<file path="src/sv/tts_pkg.sv">
// Shared types, constants and tables for the tone track sequencer.
package tts_pkg;

  // Track table geometry
  localparam int TRACK_DEPTH = 256;
  localparam int PosW        = $clog2(TRACK_DEPTH);
  localparam int LenW        = 9;

  // Item opcodes
  localparam logic OP_TICK  = 1'b0;
  localparam logic OP_WRITE = 1'b1;

  // Register index decoded from paddr
  localparam logic REG_TRACK_LENGTH = 1'b0;

  // Fixed values of the behavior
  localparam logic [15:0] MS_PER_MINUTE    = 16'd60000;
  localparam logic [15:0] BEAT_ZERO_BPM_MS = 16'd100;
  localparam logic [15:0] BEAT_RESET_MS    = 16'd1000;
  localparam logic [15:0] TONE_DEFAULT_HZ  = 16'd2000;
  localparam logic [6:0]  DUTY_DEFAULT_PCT = 7'd50;

  // Divide by 100 as multiply by ceil(2^37/100), then shift right by 37;
  // exact for every dividend below 2^31
  localparam logic [31:0] PCT_RECIP = 32'd1374389535;
  localparam int          PCT_SHIFT = 37;

  // Divider geometry
  localparam int DivW    = 32;
  localparam int DivCntW = $clog2(DivW);

  // Fifteenths to truncated percent
  localparam logic [6:0] PCT15 [16] = '{
    7'd0,  7'd6,  7'd13, 7'd20, 7'd26, 7'd33, 7'd40,  7'd46,
    7'd53, 7'd60, 7'd66, 7'd73, 7'd80, 7'd86, 7'd93, 7'd100
  };

  typedef struct packed {
    logic        opcode;
    logic [7:0]  tick_ms;
    logic [7:0]  entry_index;
    logic        entry_is_tempo;
    logic [15:0] entry_pitch;
    logic [7:0]  entry_beats;
    logic [3:0]  entry_on_ratio;
    logic [3:0]  entry_duty;
  } in_item_t;

  typedef struct packed {
    logic [15:0] tone_hz;
    logic [6:0]  duty_pct;
    logic [7:0]  track_position;
  } out_item_t;

  typedef struct packed {
    logic        is_tempo;
    logic [15:0] pitch;
    logic [7:0]  beats;
    logic [3:0]  on_ratio;
    logic [3:0]  duty;
  } entry_t;

  // Controller to datapath
  typedef struct packed {
    logic wr_entry;
    logic set_defaults;
    logic tick_begin;
    logic mem_rd;
    logic tempo_step;
    logic silence;
    logic mul_n;
    logic mul_g;
    logic div_start;
    logic ld_gate;
    logic play;
  } cmd_t;

  // Datapath to controller
  typedef struct packed {
    logic short_track;
    logic is_tempo;
    logic bpm_zero;
    logic pending;
    logic last_scan;
    logic div_done;
  } status_t;

endpackage

</file>
<file path="src/sv/tts_ctrl.sv">
// Sequencing state machine for tone track ticks and table writes.
module tts_ctrl (
  input  logic             clk_i,
  input  logic             rst_ni,
  input  logic             start_i,
  input  logic             opcode_i,
  input  tts_pkg::status_t status_i,
  output tts_pkg::cmd_t    cmd_o,
  output logic             busy_o,
  output logic             done_o
);

  localparam logic [2:0] S_IDLE = 3'd0;
  localparam logic [2:0] S_READ = 3'd1;
  localparam logic [2:0] S_EVAL = 3'd2;
  localparam logic [2:0] S_DIVB = 3'd3;
  localparam logic [2:0] S_MULG = 3'd4;
  localparam logic [2:0] S_GATE = 3'd5;
  localparam logic [2:0] S_PLAY = 3'd6;

  logic [2:0] state_q, state_d;
  logic       done_q, done_d;

  always_comb begin
    state_d = state_q;
    done_d  = 1'b0;
    cmd_o   = '0;
    case (state_q)
      S_IDLE: begin
        if (start_i) begin
          if (opcode_i == tts_pkg::OP_WRITE) begin
            cmd_o.wr_entry = 1'b1;
            done_d         = 1'b1;
          end else if (status_i.short_track) begin
            cmd_o.set_defaults = 1'b1;
            done_d             = 1'b1;
          end else begin
            cmd_o.tick_begin = 1'b1;
            state_d          = S_READ;
          end
        end
      end
      S_READ: begin
        cmd_o.mem_rd = 1'b1;
        state_d      = S_EVAL;
      end
      S_EVAL: begin
        if (status_i.is_tempo) begin
          if (status_i.bpm_zero) begin
            cmd_o.tempo_step = 1'b1;
            if (status_i.last_scan) begin
              cmd_o.silence = 1'b1;
              done_d        = 1'b1;
              state_d       = S_IDLE;
            end else begin
              state_d = S_READ;
            end
          end else begin
            cmd_o.div_start = 1'b1;
            state_d         = S_DIVB;
          end
        end else if (status_i.pending) begin
          cmd_o.mul_n = 1'b1;
          state_d     = S_MULG;
        end else begin
          state_d = S_PLAY;
        end
      end
      S_DIVB: begin
        if (status_i.div_done) begin
          cmd_o.tempo_step = 1'b1;
          if (status_i.last_scan) begin
            cmd_o.silence = 1'b1;
            done_d        = 1'b1;
            state_d       = S_IDLE;
          end else begin
            state_d = S_READ;
          end
        end
      end
      S_MULG: begin
        cmd_o.mul_g = 1'b1;
        state_d     = S_GATE;
      end
      S_GATE: begin
        cmd_o.ld_gate = 1'b1;
        state_d       = S_PLAY;
      end
      S_PLAY: begin
        cmd_o.play = 1'b1;
        done_d     = 1'b1;
        state_d    = S_IDLE;
      end
      default: begin
        state_d = S_IDLE;
      end
    endcase
  end

  always_ff @(posedge clk_i or negedge rst_ni) begin
    if (!rst_ni) begin
      state_q <= S_IDLE;
      done_q  <= 1'b0;
    end else begin
      state_q <= state_d;
      done_q  <= done_d;
    end
  end

  assign busy_o = state_q != S_IDLE;
  assign done_o = done_q;

endmodule

</file>
<file path="config.mk">
export PLATFORM = sky130hd
export DESIGN_NAME = tts_ctrl
export DESIGN_NICKNAME = d
export VERILOG_FILES = /design/src/sv/tts_pkg.sv /design/src/sv/tts_ctrl.sv
export SDC_FILE = /design/constraint.sdc
export NUM_CORES = 1
export LEC_CHECK = 0
export ABC_AREA = 1
export BUFFER_PORTS_ARGS = -buffer_cell sky130_fd_sc_hd__buf_4
export CELL_PAD_IN_SITES_DETAIL_PLACEMENT = 0
export CELL_PAD_IN_SITES_GLOBAL_PLACEMENT = 1
export CORE_UTILIZATION = 26
export CTS_CLUSTER_SIZE = 14
export DETAILED_ROUTE_END_ITERATION = 10
export PLACE_DENSITY = 0.73
export SYNTH_ARGS = -nofsm -noshare
export SYNTH_HDL_FRONTEND = slang
export SYNTH_SLANG_ARGS = --single-unit
</file>
<file path="constraint.sdc">
create_clock -name clk_i -period 2.3 [get_ports clk_i]
set_input_delay 0 -clock clk_i [delete_from_list [all_inputs] [get_ports clk_i]]
set_output_delay 0 -clock clk_i [all_outputs]
set_load 0.03 [all_outputs]
</file>
==> results of run 1 <==
-- logic make-up after synthesis --
family / count (synthesis)
compound gates: 4
buf+inv: 11
flops: 4
simple gates: 39
-- worst paths after layout --
check,slack (ns),cells after the start,start,end
worst min-delay path,0.03,2,status_i[4],state_q[2]
min in group asynchronous,0.11,2,rst_ni,state_q[2]
max in group asynchronous,2.09,2,rst_ni,state_q[0]
worst max register to register,1.19,6,state_q[2],state_q[0]
worst max-delay path,0.97,6,state_q[0],cmd_o[5]
worst min register to register,0.65,2,state_q[2],state_q[2]
-- registers in the layout, indices dropped and copies added, names as in the netlist --
| signal | count |
|---|---|
| done_o | 1 |
| state_q | 3 |
-- cell type report --
class | count | area (um2) | area share (%)
Timing Repair Buffer | 23 | 175 | 30.5
Tap cell | 15 | 18.8 | 3.27
Clock buffer | 3 | 22.5 | 3.92
Multi-Input combinational cell | 43 | 216 | 37.7
Sequential cell | 4 | 100 | 17.4
Inverter | 11 | 41.3 | 7.19
-- metal layers --
| layer | routed length (um) | global-route usage (%) | vias to the layer above |
|---|---|---|---|
| li1 | - | - | 239 |
| met1 | 431 | 19.1 | 199 |
| met2 | 416 | 19.2 | 18 |
| met3 | 44 | 1.73 | 5 |
| met4 | 26 | 7.76 | 0 |
| met5 | 0 | 0 | - |
-- per-stage QoR --
stage	total power [uW]	setup WS [ns]	utilization, %	instance area (um2)
2_1_floorplan	445	0.836	-	358
3_3_place_gp	595	1.20	42.2	542
3_5_place_dp	585	1.21	42.2	542
4_1_cts	676	0.973	44.7	574
5_1_grt	725	0.855	44.7	574
6_report	671	0.971	44.7	574
-- worst max-delay path, stage by stage (launching register included) --
cell and delay [ns]:
dfrtp_1 0.45, inv_2 0.13, nand3_2 0.12, nor2_1 0.12, inv_1 0.06, nand2_1 0.05
buf_4 0.15
-- Yosys cell counts --
cell type / n / area (um2)
nor3b_1: 1 / 7.51
dfrtp_1: 4 / 100
nor3_2: 1 / 10.0
nand2_1: 12 / 45.0
nand3_2: 1 / 10.0
o221ai_1: 1 / 8.76
nor3_1: 2 / 10.0
o21ai_0: 1 / 5.00
a21oi_1: 1 / 5.00
nor2_1: 12 / 45.0
inv_1: 8 / 30.0
nand3_1: 8 / 40.0
o22ai_1: 1 / 6.26
nand4_1: 1 / 6.26
inv_2: 3 / 11.3
nand3_4: 1 / 17.5
-- layout by cell type, fill, tap and decap left out, drive strengths merged --
| master | netlist | layout |
|---|---|---|
| a21oi | 1 | 1 |
| buf | 0 | 22 |
| clkbuf | 0 | 3 |
| dfrtp | 4 | 4 |
| dlygate4sd3 | 0 | 1 |
| inv | 11 | 11 |
| nand2 | 12 | 12 |
| nand3 | 10 | 10 |
| nand4 | 1 | 1 |
| nor2 | 12 | 12 |
| nor3 | 3 | 3 |
| nor3b | 1 | 1 |
| o21ai | 1 | 1 |
| o221ai | 1 | 1 |
| o22ai | 1 | 1 |
-- power groups by stage --
stage          logic [uW]  clock network [uW]  registers, uW
3_3_place_gp          454                   0            141
6_report              445                84.5            141
4_1_cts               448                87.4            141
3_5_place_dp          445                   0            141
2_1_floorplan         292                   0            153
5_1_grt               484                91.5            150
-- timing repair --
item                                    in CTS  in global routing
setup buffers                                0                  0
hold endpoints to repair                     4                  0
endpoints found under the setup margin       0                  0
hold buffers                                 1                  0
==> reports/qor.csv, run 1 <==
metric,value,unit
Core Footprint,1280,um2
io pins,23,
violation count after the first detailed-route iteration,14,
net count after synthesis,68,
LEAKAGE,0.000323,uW
max capacitance violation total,0,
die area,1530,um2
sequential cell area fraction in the yosys report,28.0,%
distinct cell type count of the synthesized netlist,16,
Core Rows,13,
clock share of power,12.6,%
number of fillers in the final layout,140,
Worst-Margin Slew,0.250,ns
adder-cell share of the synthesized area,0,%
headroom to the max-slew limit,83.3,%
register share of total power,21.1,%
max-slew violation count,0,
Detailed Route WL,918,um
CTS tree,built,
clock buffer depth,2,
effective utilization at floorplan,27.8,%
Arrival @ worst endpoint,1.33,ns
fraction of synthesized area in multiplexers,0,%
"CTS clk-pin slew, worst paths",0.03,ns
number of vias per cell,4.66,
class of the most critical hold timing path,in -> reg,
number of global-route vias before repair,364,
mean cell area of the mapped netlist,6.17,um2
antenna violations before repair,0,
fraction of layout cells with a size suffix above 1,36.9,%
power dissipated by switching net loads,353,uW
Post-Synthesis Cell Area,358,um2
detailed-route wire length per cell,9.27,um
layout overhead on the synthesized area,60.5,%
final number of hold-violating endpoints,0,
final setup skew,0.00171,ns
count of warnings emitted by yosys,0,
logic gate share of total power,66.3,%
sum of negative setup slack,0,ns
main combinational cell family by area after synthesis,simple AND/OR/NAND/NOR gates,
count of H-tree levels built during CTS,1,
Via Count,461,
switching share of total power,52.6,%
pin count of the biggest net entering global routing,9,
clock sink total,4,
required arrival time at the worst endpoint,2.30,ns
Global Route Usage Sum,13.5,%
post-synthesis compound-gate area fraction,6.99,%
placed wire-length estimate,741,um
clock latency of the later-clocked register in the worst-skew pair,0.23,ns
Critical Path Source Type,flip-flop,
Antenna Nets Post-Route,0,
number of antenna diodes,0,
number of DRC violations after detailed routing,0,
unrepaired setup endpoints after global routing,false,
"IR drop worst, VDD",0.000348,V
largest fanout on the critical path,7,
count of input and output buffers,22,
# setup viols final,0,
time the worst path needs with I/O delays and setup,1.33,ns
Fin Hold WS,0.0306,ns
Post-CTS Resized,0,
fin crit share,57.8,%
overall die width,39.1,um
simple-gate share of the synthesized area,53.5,%
number of cells in the design after placement,95,
net count reported at finish,96,
result of the run,finished clean,
GRT Residual Overflow,0,
TritonCTS Buffers,3,
Internal,319,uW
Worst setup EP type,primary output,
cell at the root of the clock tree,clkbuf_4,
Synth Instances,58,
weighted congestion reported at the end of routability-driven placement,0.748,
total power divided by cell area,1170,nW/um2
kind of critical path,reg -> out,
vertical die dimension,39.1,um
Final Instance Count excl. Fillers,99,
wire length of the first global-routing pass,1.41,mm
xor and xnor area share after synthesis,0,%
highest attainable clock frequency,753,MHz
number of iterations in the first detailed-routing pass,4,
Yosys reg bits,4,
(Power assumes the default switching activity.)
==> inputs of run 2 (changes only) <==
--- a/config.mk
+++ b/config.mk
@@ -9,10 +9,10 @@
 export BUFFER_PORTS_ARGS = -buffer_cell sky130_fd_sc_hd__buf_4
 export CELL_PAD_IN_SITES_DETAIL_PLACEMENT = 0
 export CELL_PAD_IN_SITES_GLOBAL_PLACEMENT = 1
-export CORE_UTILIZATION = 26
+export CORE_UTILIZATION = 24
 export CTS_CLUSTER_SIZE = 14
 export DETAILED_ROUTE_END_ITERATION = 10
-export PLACE_DENSITY = 0.73
+export PLACE_DENSITY = 0.68
 export SYNTH_ARGS = -nofsm -noshare
 export SYNTH_HDL_FRONTEND = slang
 export SYNTH_SLANG_ARGS = --single-unit
==> constraint.sdc (replaced) <==
create_clock -name clk_i -period 1.3 [get_ports clk_i]
set_input_delay 0 -clock clk_i [delete_from_list [all_inputs] [get_ports clk_i]]
set_output_delay 0 -clock clk_i [all_outputs]
set_load 0.03 [all_outputs]
==> run 2 against run 1 <==
  * Count of clock-buffer cells in the layout unchanged
  * Core utilization up 3.5 points
  * Setup slack worse by 0.92 ns
  * Register-to-register slack worse by 1.0 ns
  * Flip-flop and latch count unchanged
  * Critical path depth unchanged
  * Final area up 13%
  * Clock skew up 0.0033 ns
==> reports/qor.csv, run 2 (synthesis results as in run 1) <==
metric,value,unit,change
die area,1650,um2,+7.9%
fin crit share,96.4,%,
TritonCTS Buffers,3,,unchanged
stage delay of the slowest cell on the critical path,0.42,ns,-0.03 ns
placed wire-length estimate,752,um,+1.5%
Detailed Route WL,1.03,mm,+13%
Worst-Margin Slew,0.181,ns,-0.0689 ns
Core Footprint,1350,um2,+5.1%
largest reg by FF count,state_q,,
area of all placed cells without fillers,651,um2,+13%
series of cell instances along the critical path,"inv_4, nand3_4, nor2_1, inv_1, nand2_1, buf_6",,
PnR Total Power,1340,uW,+100%
number of vias per cell,4.59,,-1.4%
final setup skew,0.00499,ns,+0.00328 ns
Final Instance Count excl. Fillers,103,,+4.0%
fraction of layout cells with a size suffix above 1,47.7,%,+11 points
detailed-route wire length per cell,10.0,um,+8.2%
largest fanout on the critical path,5,,-2
number of global-route vias before repair,388,,+6.6%
Arrival @ worst endpoint,1.25,ns,-0.08 ns
final standard cell utilization of the core,48.2,%,+3.5 points
Worst setup EP type,primary output,,
clock buffer depth,2,,unchanged
vertical die dimension,40.6,um,+3.9%
clock latency of the later-clocked register in the worst-skew pair,0.23,ns,about the same
max capacitance violation total,0,,unchanged
unrepaired setup endpoints after global routing,true,,
class of the most critical hold timing path,in -> reg,,
max-slew violation count,0,,unchanged
pin count of the biggest net entering global routing,7,,-2
Critical Path Source Type,flip-flop,,
highest attainable clock frequency,798,MHz,
count of H-tree levels built during CTS,1,,unchanged
result of the run,finished clean,,
number of antenna diodes,0,,unchanged
effective utilization at floorplan,26.5,%,-1.3 points
required arrival time at the worst endpoint,1.30,ns,-1.00 ns
"IR drop worst, VDD",0.000580,V,+67%
CTS tree,built,,
wire length of the first global-routing pass,1.49,mm,+5.4%
number of fillers in the final layout,137,,-2.1%
count of input and output buffers,22,,unchanged
overall die width,40.6,um,+3.9%
Fin Hold WS,0.0403,ns,+0.00975 ns
antenna violations before repair,0,,unchanged
weighted congestion reported at the end of routability-driven placement,0.719,,-3.9%
Global Route Usage Sum,13.6,%,+0.14 points
violation count after the first detailed-route iteration,9,,-5
headroom to the max-slew limit,87.9,%,+4.6 points
# setup viols final,0,,unchanged
time the worst path needs with I/O delays and setup,1.25,ns,
Antenna Nets Post-Route,0,,unchanged
CP max-delay cell,dfrtp_1,,
clock sink total,4,,unchanged
Core Rows,13,,unchanged
layout overhead on the synthesized area,81.8,%,
GRT Residual Overflow,0,,unchanged
Top delay family on crit path,flip-flops,,
final number of hold-violating endpoints,0,,unchanged
number of flip-flops under the largest register name,3,,unchanged
LEAKAGE,0.000347,uW,+7.3%
net count reported at finish,100,,+4.2%
worst path bufs/invs,3,,unchanged
area after detailed placement,557,um2,+2.8%
Via Count,473,,+2.6%
number of cells in the design after placement,95,,unchanged
most frequent cells in the layout,"buf_4 (24), nand2_1 (12), nor2_1 (11)",,
total power divided by cell area,2060,nW/um2,+76%
io pins,23,,unchanged
cell at the root of the clock tree,clkbuf_4,,
reg-to-reg setup timing slack,0.14,ns,-1.05 ns
number of DRC violations after detailed routing,0,,unchanged
"CTS clk-pin slew, worst paths",0.04,ns,about the same
kind of critical path,reg -> out,,
number of iterations in the first detailed-routing pass,4,,unchanged
"leading cell type in the layout, fill and taps excluded",buf_4,,
run 2: cell types whose count changed in the layout (fill, tap and decap cells not counted), sizes merged:
cell	change
buf	+4
run 2: report_power, final:
group          total, uW  internal, uW  switching [uW]
Clock                154           103            51.0
Sequential           262           189            73.5
Combinational        923           356             568
Total               1340           648             692
run 2: routing by layer:
layer  part of all wire, %  global-route usage, %  vias to the layer above
met1                    46                   17.9                      214
met5                     0                      0                        -
li1                      -                      -                      252
met4                     0                   10.0                        0
met2                    52                   21.4                        7
met3                   1.9                      0                        0
run 2: cell type report:
class / instances / area (um2) / area share [%]
well taps: 15 / 18.8 / 2.88
clock buffers: 3 / 22.5 / 3.46
multi-input cells: 43 / 248 / 38.1
inverters: 11 / 46.3 / 7.12
repair buffers: 27 / 213 / 32.7
flip-flops and latches: 4 / 103 / 15.8
run 2: worst paths after layout:
kind	end	start	cells past startpoint
worst max-delay path	cmd_o[5]	state_q[2]	6
worst min-delay path	state_q[2]	status_i[4]	2
worst max register to register	state_q[0]	state_q[2]	8
worst min register to register	state_q[2]	state_q[0]	2
max in group asynchronous	state_q[0]	rst_ni	2
min in group asynchronous	state_q[2]	rst_ni	2
run 2: what timing repair did:
item                                   4_1_cts  5_1_grt
endpoints found under the hold margin        4        0
hold buffers                                 1        0
setup buffers                                2        2
pin swaps                                    0        2
setup endpoints to repair                    2        5
resized for setup                            2        7
run 2: stage by stage:
stage	setup TNS [ns]	setup WS, ns
global route	-0.0782	-0.0299
floorplan	0	0.104
finish	0	0.0465
detailed placement	0	0.223
global placement	0	0.202
CTS	0	0.00762
